**src/rtl/mrm_pkg.sv**
```systemverilog
// Shared types and constants for the modulation route matrix.
// Used by mrm_ctrl, mrm_dp and modulation_route_matrix; no dependencies.
`timescale 1ns / 1ps
`default_nettype none

package mrm_pkg;

    localparam int ROUTE_COUNT_DEF = 16;
    localparam int SAMPLE_BITS_DEF = 16;

    localparam int SRC_W      = 4;
    localparam int SLOT_W     = 8;
    localparam int DEPTH_W    = 16;
    localparam int IDX_OUT_W  = 4;
    localparam int MOD_W      = 20;
    localparam int SMP_IDX_W  = 4;

    localparam int SOURCE_COUNT   = 12;
    localparam int DEPTH_DEADBAND = 655;   // 0.02 in Q1.15
    localparam int MOD_MAX        = 524287;
    localparam int MOD_MIN        = -524288;
    localparam int FRAC_BITS      = 15;

    localparam logic [SRC_W-1:0] SRC_OFF = 4'd0;

    localparam logic [1:0] OP_UPDATE = 2'd0;
    localparam logic [1:0] OP_LOAD   = 2'd1;
    localparam logic [1:0] OP_QUERY  = 2'd2;
    localparam logic [1:0] OP_CLEAN  = 2'd3;

    typedef enum logic [1:0] {
        ST_IDLE,
        ST_SCAN,
        ST_DRAIN,
        ST_FIN
    } mrm_state_t;

    // controller -> datapath
    typedef struct packed {
        logic load;    // capture transaction fields, clear search/accumulator
        logic scan;    // read route at scan counter, advance counter
        logic finish;  // commit writes and register the result
    } mrm_cmd_t;

    // datapath -> controller
    typedef struct packed {
        logic scan_last;  // scan counter points at the last route
        logic pipe_busy;  // read or multiply stage still holds data
    } mrm_stat_t;

endpackage

`default_nettype wire

```
**src/rtl/modulation_route_matrix.sv**
```systemverilog
// Top level of the modulation route matrix.
// Depends on mrm_pkg, mrm_ctrl and mrm_dp.
`timescale 1ns / 1ps
`default_nettype none

// Usage:
//   A transaction is taken at a rising edge with start high and busy low;
//   opcode selects route update, source sample load, slot query or cleanup,
//   and the other input fields are sampled in the same edge.
//   Exactly one result follows per transaction: route_index, table_full and
//   modulation are valid for the single cycle in which done is high. The
//   receiver cannot stall the block; done is a one-cycle strobe.
//   A sample load goes from acceptance straight to the finish state. Update,
//   query and cleanup walk the route memory one route per cycle, then wait
//   for the read and multiply stages to drain before the finish state; done
//   follows the finish state. busy drops in the cycle done is high, so a new
//   transaction may be taken in that cycle; transactions never overlap, and
//   the route scan through the single read port of the route memory paces
//   route transactions.
//   Reset (rst_n low, asynchronous) clears all routes through per-route
//   valid bits and zeroes all source samples; no clearing pass is needed.
module modulation_route_matrix
    import mrm_pkg::*;
#(
    parameter int ROUTE_COUNT = ROUTE_COUNT_DEF,
    parameter int SAMPLE_BITS = SAMPLE_BITS_DEF
)
(
    input  wire logic                      clk,
    input  wire logic                      rst_n,
    input  wire logic                      start,
    output logic                           busy,
    input  wire logic [1:0]                opcode,
    input  wire logic [SRC_W-1:0]          route_source,
    input  wire logic [SLOT_W-1:0]         slot,
    input  wire logic signed [DEPTH_W-1:0] amount,
    input  wire logic [SRC_W-1:0]          sample_source,
    input  wire logic signed [DEPTH_W-1:0] sample_value,
    output logic                           done,
    output logic [IDX_OUT_W-1:0]           route_index,
    output logic                           table_full,
    output logic signed [MOD_W-1:0]        modulation
);

    mrm_cmd_t  cmd;
    mrm_stat_t stat;

    mrm_ctrl u_ctrl (
        .clk    (clk),
        .rst_n  (rst_n),
        .start  (start),
        .opcode (opcode),
        .stat   (stat),
        .cmd    (cmd),
        .busy   (busy)
    );

    mrm_dp #(
        .ROUTE_COUNT (ROUTE_COUNT),
        .SAMPLE_BITS (SAMPLE_BITS)
    ) u_dp (
        .clk           (clk),
        .rst_n         (rst_n),
        .cmd           (cmd),
        .stat          (stat),
        .opcode        (opcode),
        .route_source  (route_source),
        .slot          (slot),
        .amount        (amount),
        .sample_source (sample_source),
        .sample_value  (sample_value),
        .done          (done),
        .route_index   (route_index),
        .table_full    (table_full),
        .modulation    (modulation)
    );

endmodule

`default_nettype wire

```
**src/rtl/mrm_ctrl.sv**
```systemverilog
// Sequencer for the modulation route matrix: accept, scan, drain, finish.
// Depends on mrm_pkg; drives mrm_dp through mrm_cmd_t.
`timescale 1ns / 1ps
`default_nettype none

module mrm_ctrl
    import mrm_pkg::*;
(
    input  wire logic       clk,
    input  wire logic       rst_n,
    input  wire logic       start,
    input  wire logic [1:0] opcode,
    input  wire mrm_stat_t  stat,
    output mrm_cmd_t        cmd,
    output logic            busy
);

    mrm_state_t state_reg;
    mrm_state_t state_next;

    always_ff @(posedge clk or negedge rst_n)
    begin
        if (!rst_n)
        begin
            state_reg <= ST_IDLE;
        end
        else
        begin
            state_reg <= state_next;
        end
    end

    always_comb
    begin
        state_next = state_reg;
        cmd        = '0;
        busy       = 1'b1;
        unique case (state_reg)
            ST_IDLE:
            begin
                busy = 1'b0;
                if (start)
                begin
                    cmd.load = 1'b1;
                    // a sample load touches no route
                    state_next = (opcode == OP_LOAD) ? ST_FIN : ST_SCAN;
                end
            end
            ST_SCAN:
            begin
                cmd.scan = 1'b1;
                if (stat.scan_last)
                begin
                    state_next = ST_DRAIN;
                end
            end
            ST_DRAIN:
            begin
                if (!stat.pipe_busy)
                begin
                    state_next = ST_FIN;
                end
            end
            ST_FIN:
            begin
                cmd.finish = 1'b1;
                state_next = ST_IDLE;
            end
            default:
            begin
                state_next = ST_IDLE;
            end
        endcase
    end

    a_fin_returns: assert property (@(posedge clk) disable iff (!rst_n)
        state_reg == ST_FIN |=> state_reg == ST_IDLE)
        else $error("finish did not return to idle");

    a_load_skips_scan: assert property (@(posedge clk) disable iff (!rst_n)
        (state_reg == ST_IDLE && start && opcode == OP_LOAD) |=> state_reg == ST_FIN)
        else $error("sample load entered route scan");

    a_scan_ends: assert property (@(posedge clk) disable iff (!rst_n)
        (state_reg == ST_SCAN && stat.scan_last) |=> state_reg == ST_DRAIN)
        else $error("scan ran past last route");

    a_scan_start: assert property (@(posedge clk) disable iff (!rst_n)
        (state_reg == ST_IDLE && start && opcode != OP_LOAD) |=> state_reg == ST_SCAN)
        else $error("route transaction did not start scan");

endmodule

`default_nettype wire

```
**src/rtl/mrm_dp.sv**
```systemverilog
// Datapath for the modulation route matrix: route memory with valid bits,
// source samples, match/free search, multiply-accumulate and result regs.
// Depends on mrm_pkg; sequenced by mrm_ctrl.
`timescale 1ns / 1ps
`default_nettype none

module mrm_dp
    import mrm_pkg::*;
#(
    parameter int ROUTE_COUNT = ROUTE_COUNT_DEF,
    parameter int SAMPLE_BITS = SAMPLE_BITS_DEF
)
(
    input  wire logic                      clk,
    input  wire logic                      rst_n,
    input  wire mrm_cmd_t                  cmd,
    output mrm_stat_t                      stat,
    input  wire logic [1:0]                opcode,
    input  wire logic [SRC_W-1:0]          route_source,
    input  wire logic [SLOT_W-1:0]         slot,
    input  wire logic signed [DEPTH_W-1:0] amount,
    input  wire logic [SRC_W-1:0]          sample_source,
    input  wire logic signed [DEPTH_W-1:0] sample_value,
    output logic                           done,
    output logic [IDX_OUT_W-1:0]           route_index,
    output logic                           table_full,
    output logic signed [MOD_W-1:0]        modulation
);

    localparam int RIDX_W  = (ROUTE_COUNT > 1) ? $clog2(ROUTE_COUNT) : 1;
    localparam int RW      = SRC_W + SLOT_W + DEPTH_W;
    localparam int PROD_W  = SAMPLE_BITS + DEPTH_W;
    localparam int ACC_RAW = PROD_W + $clog2(ROUTE_COUNT) + 1;
    localparam int ACC_W   = (ACC_RAW > 36) ? ACC_RAW : 36;

    // captured transaction fields
    logic [1:0]                op_reg;
    logic [SRC_W-1:0]          src_reg;
    logic [SLOT_W-1:0]         slot_reg;
    logic signed [DEPTH_W-1:0] amt_reg;
    logic [SRC_W-1:0]          ssrc_reg;
    logic signed [DEPTH_W-1:0] sval_reg;

    logic [RW-1:0]          route_mem [ROUTE_COUNT];
    logic [ROUTE_COUNT-1:0] route_vld_reg;

    logic signed [SAMPLE_BITS-1:0] sample_reg [SOURCE_COUNT];

    logic [RIDX_W-1:0] scan_cnt_reg;
    logic [RW-1:0]     rd_word_reg;
    logic              rd_ok_reg;
    logic              rd_vld_reg;
    logic [RIDX_W-1:0] rd_idx_reg;

    logic              match_found_reg;
    logic              free_found_reg;
    logic [RIDX_W-1:0] match_idx_reg;
    logic [RIDX_W-1:0] free_idx_reg;

    logic signed [PROD_W-1:0] prod_reg;
    logic                     prod_vld_reg;
    logic signed [ACC_W-1:0]  acc_reg;

    logic                        done_reg;
    logic [IDX_OUT_W-1:0]        route_index_reg;
    logic [IDX_OUT_W-1:0]        route_index_next;
    logic                        table_full_reg;
    logic                        table_full_next;
    logic signed [MOD_W-1:0]     modulation_reg;
    logic signed [MOD_W-1:0]     modulation_next;

    logic [RW-1:0]                 rd_word;
    logic [SRC_W-1:0]              rd_src;
    logic [SLOT_W-1:0]             rd_slot;
    logic signed [DEPTH_W-1:0]     rd_depth;
    logic                          src_live;
    logic                          q_hit;
    logic [SMP_IDX_W-1:0]          smp_idx;
    logic signed [SAMPLE_BITS-1:0] smp_val;
    logic signed [DEPTH_W-1:0]     amt_db;
    logic                          found;
    logic [RIDX_W-1:0]             hit_idx;
    logic                          mem_we;
    logic [RIDX_W-1:0]             mem_waddr;
    logic [RW-1:0]                 mem_wdata;
    logic signed [ACC_W-1:0]       acc_sh;
    logic signed [ACC_W-1:0]       mod_hi;
    logic signed [ACC_W-1:0]       mod_lo;
    logic                          smp_wr;

    // read stage decode; never-written routes read as reset value
    always_comb
    begin
        rd_word  = rd_ok_reg ? rd_word_reg : '0;
        rd_src   = rd_word[RW-1 -: SRC_W];
        rd_slot  = rd_word[DEPTH_W +: SLOT_W];
        rd_depth = rd_word[DEPTH_W-1:0];
        src_live = (rd_src != SRC_OFF) && (rd_src <= SRC_W'(SOURCE_COUNT));
        q_hit    = src_live && (rd_slot == slot_reg);
        smp_idx  = SMP_IDX_W'(rd_src - SRC_W'(1));
        smp_val  = src_live ? sample_reg[smp_idx] : '0;
    end

    always_comb
    begin
        if ((amt_reg > -DEPTH_DEADBAND) && (amt_reg < DEPTH_DEADBAND))
        begin
            amt_db = '0;
        end
        else
        begin
            amt_db = amt_reg;
        end
        found   = match_found_reg || free_found_reg;
        hit_idx = match_found_reg ? match_idx_reg : free_idx_reg;
        smp_wr  = cmd.finish && (op_reg == OP_LOAD) && (ssrc_reg != SRC_OFF)
                  && (ssrc_reg <= SRC_W'(SOURCE_COUNT));
    end

    // single write port: update commit at finish, cleanup write-back from the read stage
    always_comb
    begin
        mem_we    = 1'b0;
        mem_waddr = rd_idx_reg;
        mem_wdata = {SRC_OFF, rd_slot, rd_depth};
        priority if (cmd.finish && (op_reg == OP_UPDATE) && found)
        begin
            mem_we    = 1'b1;
            mem_waddr = hit_idx;
            mem_wdata = {src_reg, slot_reg, amt_db};
        end
        else if (rd_vld_reg && (op_reg == OP_CLEAN) && (rd_depth == '0))
        begin
            mem_we = 1'b1;
        end
    end

    always_ff @(posedge clk)
    begin
        if (mem_we)
        begin
            route_mem[mem_waddr] <= mem_wdata;
        end
        if (cmd.scan)
        begin
            rd_word_reg <= route_mem[scan_cnt_reg];
        end
    end

    always_ff @(posedge clk)
    begin
        if (cmd.load)
        begin
            op_reg   <= opcode;
            src_reg  <= route_source;
            slot_reg <= slot;
            amt_reg  <= amount;
            ssrc_reg <= sample_source;
            sval_reg <= sample_value;
        end
        if (rd_vld_reg || cmd.scan)
        begin
            rd_idx_reg <= scan_cnt_reg;
        end
        if (rd_vld_reg && (op_reg == OP_UPDATE))
        begin
            if (!match_found_reg && (rd_src == src_reg) && (rd_slot == slot_reg))
            begin
                match_idx_reg <= rd_idx_reg;
            end
            if (!free_found_reg && ((rd_src == SRC_OFF) || (rd_depth == '0)))
            begin
                free_idx_reg <= rd_idx_reg;
            end
        end
        if ((op_reg == OP_QUERY) && q_hit)
        begin
            prod_reg <= smp_val * rd_depth;
        end
        else
        begin
            prod_reg <= '0;
        end
    end

    always_ff @(posedge clk or negedge rst_n)
    begin
        if (!rst_n)
        begin
            route_vld_reg   <= '0;
            scan_cnt_reg    <= '0;
            rd_ok_reg       <= 1'b0;
            rd_vld_reg      <= 1'b0;
            prod_vld_reg    <= 1'b0;
            match_found_reg <= 1'b0;
            free_found_reg  <= 1'b0;
            acc_reg         <= '0;
            for (int i = 0; i < SOURCE_COUNT; i++)
            begin
                sample_reg[i] <= '0;
            end
        end
        else
        begin
            if (mem_we)
            begin
                route_vld_reg[mem_waddr] <= 1'b1;
            end
            if (cmd.load)
            begin
                scan_cnt_reg <= '0;
            end
            else if (cmd.scan)
            begin
                scan_cnt_reg <= scan_cnt_reg + RIDX_W'(1);
            end
            if (cmd.scan)
            begin
                rd_ok_reg <= route_vld_reg[scan_cnt_reg];
            end
            rd_vld_reg   <= cmd.scan;
            prod_vld_reg <= rd_vld_reg;
            if (cmd.load)
            begin
                match_found_reg <= 1'b0;
                free_found_reg  <= 1'b0;
            end
            else if (rd_vld_reg && (op_reg == OP_UPDATE))
            begin
                if ((rd_src == src_reg) && (rd_slot == slot_reg))
                begin
                    match_found_reg <= 1'b1;
                end
                if ((rd_src == SRC_OFF) || (rd_depth == '0))
                begin
                    free_found_reg <= 1'b1;
                end
            end
            if (cmd.load)
            begin
                acc_reg <= '0;
            end
            else if (prod_vld_reg)
            begin
                acc_reg <= acc_reg + ACC_W'(prod_reg);
            end
            if (smp_wr)
            begin
                sample_reg[SMP_IDX_W'(ssrc_reg - SRC_W'(1))] <= SAMPLE_BITS'(sval_reg);
            end
        end
    end

    // query: floor shift then saturate to the result width; update: index or full flag
    always_comb
    begin
        mod_hi = ACC_W'(MOD_MAX);
        mod_lo = ACC_W'(MOD_MIN);
        acc_sh = acc_reg >>> FRAC_BITS;
        route_index_next = '0;
        table_full_next  = 1'b0;
        modulation_next  = '0;
        unique case (op_reg)
            OP_UPDATE:
            begin
                if (found)
                begin
                    route_index_next = IDX_OUT_W'(hit_idx);
                end
                else
                begin
                    table_full_next = 1'b1;
                end
            end
            OP_QUERY:
            begin
                priority if (acc_sh > mod_hi)
                begin
                    modulation_next = MOD_W'(MOD_MAX);
                end
                else if (acc_sh < mod_lo)
                begin
                    modulation_next = MOD_W'(MOD_MIN);
                end
                else
                begin
                    modulation_next = acc_sh[MOD_W-1:0];
                end
            end
            OP_LOAD, OP_CLEAN:
            begin
                modulation_next = '0;
            end
            default:
            begin
                modulation_next = '0;
            end
        endcase
    end

    always_ff @(posedge clk or negedge rst_n)
    begin
        if (!rst_n)
        begin
            done_reg        <= 1'b0;
            route_index_reg <= '0;
            table_full_reg  <= 1'b0;
            modulation_reg  <= '0;
        end
        else
        begin
            done_reg <= cmd.finish;
            if (cmd.finish)
            begin
                route_index_reg <= route_index_next;
                table_full_reg  <= table_full_next;
                modulation_reg  <= modulation_next;
            end
        end
    end

    assign stat.scan_last = (scan_cnt_reg == RIDX_W'(ROUTE_COUNT - 1));
    assign stat.pipe_busy = rd_vld_reg || prod_vld_reg;

    assign done        = done_reg;
    assign route_index = route_index_reg;
    assign table_full  = table_full_reg;
    assign modulation  = modulation_reg;

    a_single_strobe: assert property (@(posedge clk) disable iff (!rst_n)
        done_reg |=> !done_reg)
        else $error("result strobe held for two cycles");

    a_full_no_index: assert property (@(posedge clk) disable iff (!rst_n)
        (done_reg && table_full_reg) |-> (route_index_reg == '0 && modulation_reg == '0))
        else $error("full flag with nonzero result fields");

    a_no_write_idle: assert property (@(posedge clk) disable iff (!rst_n)
        (!cmd.finish && !rd_vld_reg) |-> !mem_we)
        else $error("route write outside scan or finish");

endmodule

`default_nettype wire

```
**config.mk**
```make
export PLATFORM = sky130hd
export DESIGN_NAME = modulation_route_matrix
export DESIGN_NICKNAME = d
export VERILOG_FILES = /design/src/rtl/mrm_pkg.sv /design/src/rtl/modulation_route_matrix.sv /design/src/rtl/mrm_ctrl.sv /design/src/rtl/mrm_dp.sv
export SDC_FILE = /design/constraint.sdc
export NUM_CORES = 2
export LEC_CHECK = 0
export BUFFER_PORTS_ARGS = -buffer_cell sky130_fd_sc_hd__buf_2
export CORE_AREA = 2 2 269 271
export DETAILED_ROUTE_END_ITERATION = 16
export DIE_AREA = 0 0 271 273
export PLACE_DENSITY = 0.78
export SLEW_MARGIN = 5
export SYNTH_ARGS = -nofsm -noshare
export SYNTH_HDL_FRONTEND = slang
export SYNTH_HIERARCHICAL = 1
export SYNTH_SLANG_ARGS = --single-unit
```
**constraint.sdc**
```tcl
create_clock -name clk -period 8.6 [get_ports clk]
set_clock_uncertainty 0.2 [all_clocks]
set_input_delay 1.29 -clock clk [delete_from_list [all_inputs] [get_ports clk]]
set_output_delay 1.29 -clock clk [all_outputs]
set_load 0.05 [all_outputs]
```
Yosys cells after proc, flatten, opt, wreduce, memory -nomap -nowiden
Memories as Yosys holds them, arrays and structs flattened. A register that Yosys moved wholly into a read port is not among the register bits.
Index checks and enable logic that the tools add are counted.
{"block": "word_totals", "reg_bits": 376, "latchBits": 0, "ram_bits": 448, "mem_bits_ro": 0, "inputBits": 53, "out_inout_bits": 27, "elab_cells": 156, "n_memories": 1}
{"memory": "u_dp.route_mem", "depth": 16, "width": 28, "rd": 1, "rd_clocked_by_memory_dff": 1, "wr": 1, "line": "mrm_dp.sv:44", "source": "logic [RW-1:0] route_mem [ROUTE_COUNT];"}
{"block": "op_classes", "n_addsub": 4, "n_mul": 1, "n_div": 0, "order_cmp": 12, "n_eq_ne": 13, "shift": 0, "n_mux": 47, "n_bitwise": 3, "n_reduce_logical": 40}
{"op": "192-bit bitwise mux", "n": 1}
{"op": "16-bit 2-to-1 mux", "n": 5}
{"op": "37-bit 2-to-1 mux", "n": 2}
{"op": "16-bit binary-select mux with 4-bit select", "n": 1}
{"op": "16-bit demux with 4-bit select", "n": 1}
{"op": "20-bit 2-to-1 mux", "n": 3}
{"op": "28-bit 2-to-1 mux", "n": 2}
{"op": "37-bit by 32-bit adder with 37-bit output", "n": 1}
{"op": "16-bit by 16-bit multiplier with 32-bit output", "n": 1}
{"op": "4-bit 2-to-1 mux", "n": 6}
{"op": "22-bit by 20-bit greater-than comparator with 1-bit output, second input constant", "n": 1}
{"op": "22-bit by 20-bit < comparator with 1-bit output, second input constant", "n": 1}
{"op": "1-bit 2-to-1 mux", "n": 19}
{"op": "1-bit logical AND", "n": 18}
{"op": "16-bit by 11-bit greater-than comparator with 1-bit output, second input constant", "n": 1}
{"op": "16-bit logical NOT", "n": 1}
{"op": "16-bit by 11-bit < comparator with 1-bit output, second input constant", "n": 1}
{"op": "16-bit bitwise OR", "n": 1}
{"op": "5-bit >= comparator, second input constant", "n": 2}
{"op": "4-bit by 5-bit < comparator with 1-bit output, second input constant", "n": 2}
{"op": "4-bit inverter with 5-bit output", "n": 2}
{"op": "2-bit nonzero test", "n": 5}
{"op": "2-bit == test, second input constant", "n": 4}
{"op": "8-bit == test", "n": 1}
{"op": "20 further kinds", "n": 38}

Logic depth before layout (Yosys ltp)
{"block": "depth", "depth_word": 10, "depth_mapped": 34, "ltp_nobuf": 30}

Modules after synthesis
The synthesis kept the hierarchy.
{"mod": "mrm_dp", "instances": 1, "cells_each": 3349, "area_each_um2": 45050.7}
{"mod": "mrm_ctrl", "instances": 1, "cells_each": 21, "area_each_um2": 190.2}

Worst setup path before layout
OpenSTA, ideal clock, no wires.
{"block": "synth_timing", "path_type": "reg-to-reg", "from": "register u_dp.rd_word_reg[26] (read register of u_dp.route_mem)", "to": "register u_dp.prod_reg[29]", "setup_time_ps": 128, "arrival_ps": 7239, "slack_ps": 1034, "stages_incl_launch_ff": 28, "path_buffers": 2, "synth_period_minus_slack_ps": 7566, "cell_sequence": "edfxtp_1 or3_1 and3_1 buf_2 a211oi_1 a21oi_1 nor3_2 buf_2 nand2_1 fa_1 inv_1 fa_1 fa_1 fa_1 fa_1 inv_1 fa_1 inv_1 ha_1 a21o_1 a21oi_1 nor2b_1 a2111oi_2 o21ai_1 a211o_1 o311ai_2 xor2_1 nor2_1"}
{"block": "synth_via", "elab_chain_len": 8}
{"item": "start, declared", "line": "mrm_dp.sv:50", "source": "logic [RW-1:0] rd_word_reg;"}
{"item": "28-bit 2-to-1 mux *", "line": "mrm_dp.sv:94", "source": "rd_word = rd_ok_reg ? rd_word_reg : '0;"}
{"item": "4-bit by 1-bit subtractor with 4-bit output", "line": "mrm_dp.sv:100", "source": "smp_idx = SMP_IDX_W'(rd_src - SRC_W'(1));"}
{"item": "4-bit inverter with 5-bit output (not written as such)", "line": "mrm_dp.sv:101", "source": "smp_val = src_live ? sample_reg[smp_idx] : '0;"}
{"item": "16-bit binary-select mux with 4-bit select", "line": "mrm_dp.sv:101"}
{"item": "16-bit 2-to-1 mux (not written as such) (2 in a row)", "line": "mrm_dp.sv:101"}
{"item": "16-bit 2-to-1 mux", "line": "mrm_dp.sv:101"}
{"item": "16-bit by 16-bit multiplier with 32-bit output", "line": "mrm_dp.sv:178", "source": "prod_reg <= smp_val * rd_depth;"}
{"item": "end signal, assigned", "line": "mrm_dp.sv:178"}
{"item": "end, declared", "line": "mrm_dp.sv:60", "source": "logic signed [PROD_W-1:0] prod_reg;"}
Mark *: on every way between the ends. The rest lies on a longest branch, timed or not. The select of a mux whose other input is x is not followed.
A chain may end at the register's enable or synchronous reset.

Worst setup path in the final report
{"block": "layout_timing", "from": "register u_dp.rd_word_reg[25] (read register of u_dp.route_mem)", "to": "register u_dp.prod_reg[29]"}
The elaborated chain is that of the path after synthesis.

==> impl_metrics.yaml <==
drt:
  drc: 0
  num_vias: 28188
  firstDrtPassIters: 6
  viasPerCell: 6.299
  dr.first_iter.drc_count: 2823
  drt-total-wl_um: 111200
  avgRoutedWirePerCell_um: 24.86
  final_antenna_net_count: 0
synth:
  post-synth-top-count-cell: "edfxtp_1"
  yosysTopAreaCell: "edfxtp_1"
  syn_nets: 3810
  yosys_most_used_dff: "edfxtp_1"
  postSynthCellCount: 3370
  synth-warning-count: 6
  synth.yosys.seq_area_share_pct: 52.72
  async_flop_share_pct: 33.10
  synth_area_per_cell_um2: 13.42
  synth-edff-count: 538
  synthTopCellsByArea: "edfxtp_1, dfrtp_1, fa_1"
  synth_common_cells: "edfxtp_1, inv_1, nor2_1, dfrtp_1, nand2_1"
  ys_seq_elements: 852
  syn_area_um2: 45240
  synth_top_area_share_pct: 35.71
  yosysUniqueCellTypes: 86
placed_design:
  dpl.hpwl_um: 70190
  place_ws_ns: 0.2736
  io_buffer_count: 79
  gp_congestion: 0.9413
grt:
  grt_pass1_vias: 30597
  grt_max_degree: 128
  grt_pass1_wl_um: 174700
  overflow: 0
  track_usage_pct: 31.20
  antenna_found_initial: 0
die:
  dieHeight_um: 273
  dieArea_um2: 73980
  die_w_um: 271
  rows: 98
  io_pins: 80
  start_util_pct: 63.72
  core-area_um2: 71000
finish:
  fillers: 4591
  seq_area_um2: 23860
  layout-drive-gt1-share_pct: 20.29
  multi_input_area_um2: 19660
  largest_reg_flops: 448
  fin_nets: 3893
  area_growth_pct: 10.19
hold_path:
  min_path_cells: 1
  hold_end: "u_dp/route_vld_reg[2]"
  min_from: "u_dp/route_vld_reg[2]"
  min_path_type: "flip-flop to flip-flop"
clocking:
  hold_buffers: 0
  path_clk_slew_ns: 0.06
  clockRootBuffer: "clkbuf_16"
  cts_buffers: 83
  clock_latency_ns: 0.66
  cts_tree: "built"
  cts_max_level: 3
  clock-sinks: 852
  cts_buffer_depth: 3
  postCtsResizedCells: 0
  cts_setup_buffers: 0
power:
  power_mw: 16.65
  powerDensity_nw_per_um2: 333.9
  peakVddDrop_mv: 0.2896
  p_leak_nw: 20.66
worst_setup_path:
  crit_top_cell: "fa_1"
  critPathMaxStageDelay_ns: 0.61
  path_class: "flip-flop to flip-flop"
  r2r_start: "u_dp/rd_word_reg[25]"
  crit_buf_inv: 4
  cp-start-kind: "flip-flop"
  endpoint_kind: "flip-flop"
  rr_worst_depth: 28
  r2r_slack_ns: 0.39
  cp_max_fo: 44
  r2r_end: "u_dp/prod_reg[29]"
  slowest_stage: "fa_1"
  critPathRequiredTime_ns: 8.88
  arrival_ns: 8.49
  cp_top_family: "adder cells"
sta:
  fin_crit_sh_pct: 95.45
  setup_viol: 0
  worst_pin_slew_ns: 1.186
  period_minus_slack_ns: 8.209
  worst_slack_ns: 0.3909
  max_slew_margin_pct: 20.74
  report.final.hold_viol_count: 0
  drv_slew: 0
  rsz0062_at_grt: "yes"
  clock.fmax_ghz: 0.1218
  fin_tns_setup_ns: 0
run:
  drv_cap: 0
run_status:
  status: "completed"
-- routing by layer --
| layer | vias to the layer above | part of all wire (%) | global-route usage (%) |
|---|---|---|---|
| met5 | - | 0 | 0 |
| met4 | 0 | 4.6 | 14.54 |
| met3 | 345 | 7.7 | 5.360 |
| met2 | 1346 | 51 | 54.11 |
| met1 | 14442 | 36 | 38.51 |
| li1 | 12055 | - | - |
-- final cells by class --
class                   instances  area share [%]
inverters                     343           2.583
clock inverters                51           1.059
clock buffers                 105           4.663
repair buffers                152           2.003
flip-flops and latches        852           47.87
diodes                          1        0.005020
multi-input cells            2021           39.43
well taps                     950           2.384
-- per-stage QoR --
stage | std cells | util, % | instance area (µm²) | hold slack, ns
2_1_floorplan | 3370 | - | 45240 | 0.2121
3_3_place_gp | 4317 | 66.16 | 46970 | 0.2459
3_5_place_dp | 4317 | 66.16 | 46970 | 0.2509
4_1_cts | 4473 | 70.18 | 49820 | 0.2728
5_1_grt | 4474 | 70.21 | 49850 | 0.2834
6_report | 4475 | 70.22 | 49850 | 0.2728
-- worst reg2reg max path, delay by kind of cell, from the launching register on --
kind                     cells  cell delay [ns]
AND/OR/NAND/NOR              7             1.09
AO/OA/AOI/OAI                9             2.32
XOR/XNOR                     1             0.20
flip-flops                   1             0.45
adder cells (fa/ha/maj)      7             3.41
buffers and inverters        4             0.35
-- worst max-delay path by stage --
stage / startpoint / endpoint / cells past startpoint
after floorplan: u_dp/rd_word_reg[26] / u_dp/prod_reg[29] / 27
after global placement: u_dp/rd_word_reg[24] / u_dp/prod_reg[29] / 28
after detailed placement: u_dp/rd_word_reg[25] / u_dp/prod_reg[29] / 26
after CTS: u_dp/rd_word_reg[25] / u_dp/prod_reg[29] / 26
after global routing: u_dp/rd_word_reg[24] / u_dp/prod_reg[29] / 27
final: u_dp/rd_word_reg[25] / u_dp/prod_reg[29] / 28
-- kinds of logic (layout without fill, tap and decap cells) --
kind of cell	count (synthesis)	after routing	synth area share [%]
AND/OR/NAND/NOR	810	810	7.879
flip-flops	852	852	52.72
multiplexers	385	385	13.06
buffers and inverters	497	651	4.198
XOR/XNOR	74	74	1.433
other	0	1	0
adder cells (fa/ha/maj)	387	387	15.07
AO/OA/AOI/OAI	365	365	5.634
-- power breakdown --
part           switching, mW  internal (mW)  total, mW  leakage [nW]
clock                   1.59           2.12       3.71          1.40
sequential             0.543           5.27       5.81          9.14
combinational           4.28           2.84       7.12          10.1
-- cells in the final DEF, fill, tap and decap left out, drive strengths merged, types with 56 or more instances in the layout --
| master | count |
|---|---|
| buf | 152 |
| clkbuf | 105 |
| dfrtp | 282 |
| edfxtp | 538 |
| fa | 263 |
| ha | 124 |
| inv | 342 |
| mux2 | 194 |
| mux4 | 145 |
| nand2 | 272 |
| nor2 | 314 |
| o21ai | 60 |
| o22ai | 61 |
| xnor2 | 56 |
No activity file was read; power rests on OpenSTA's default activity.
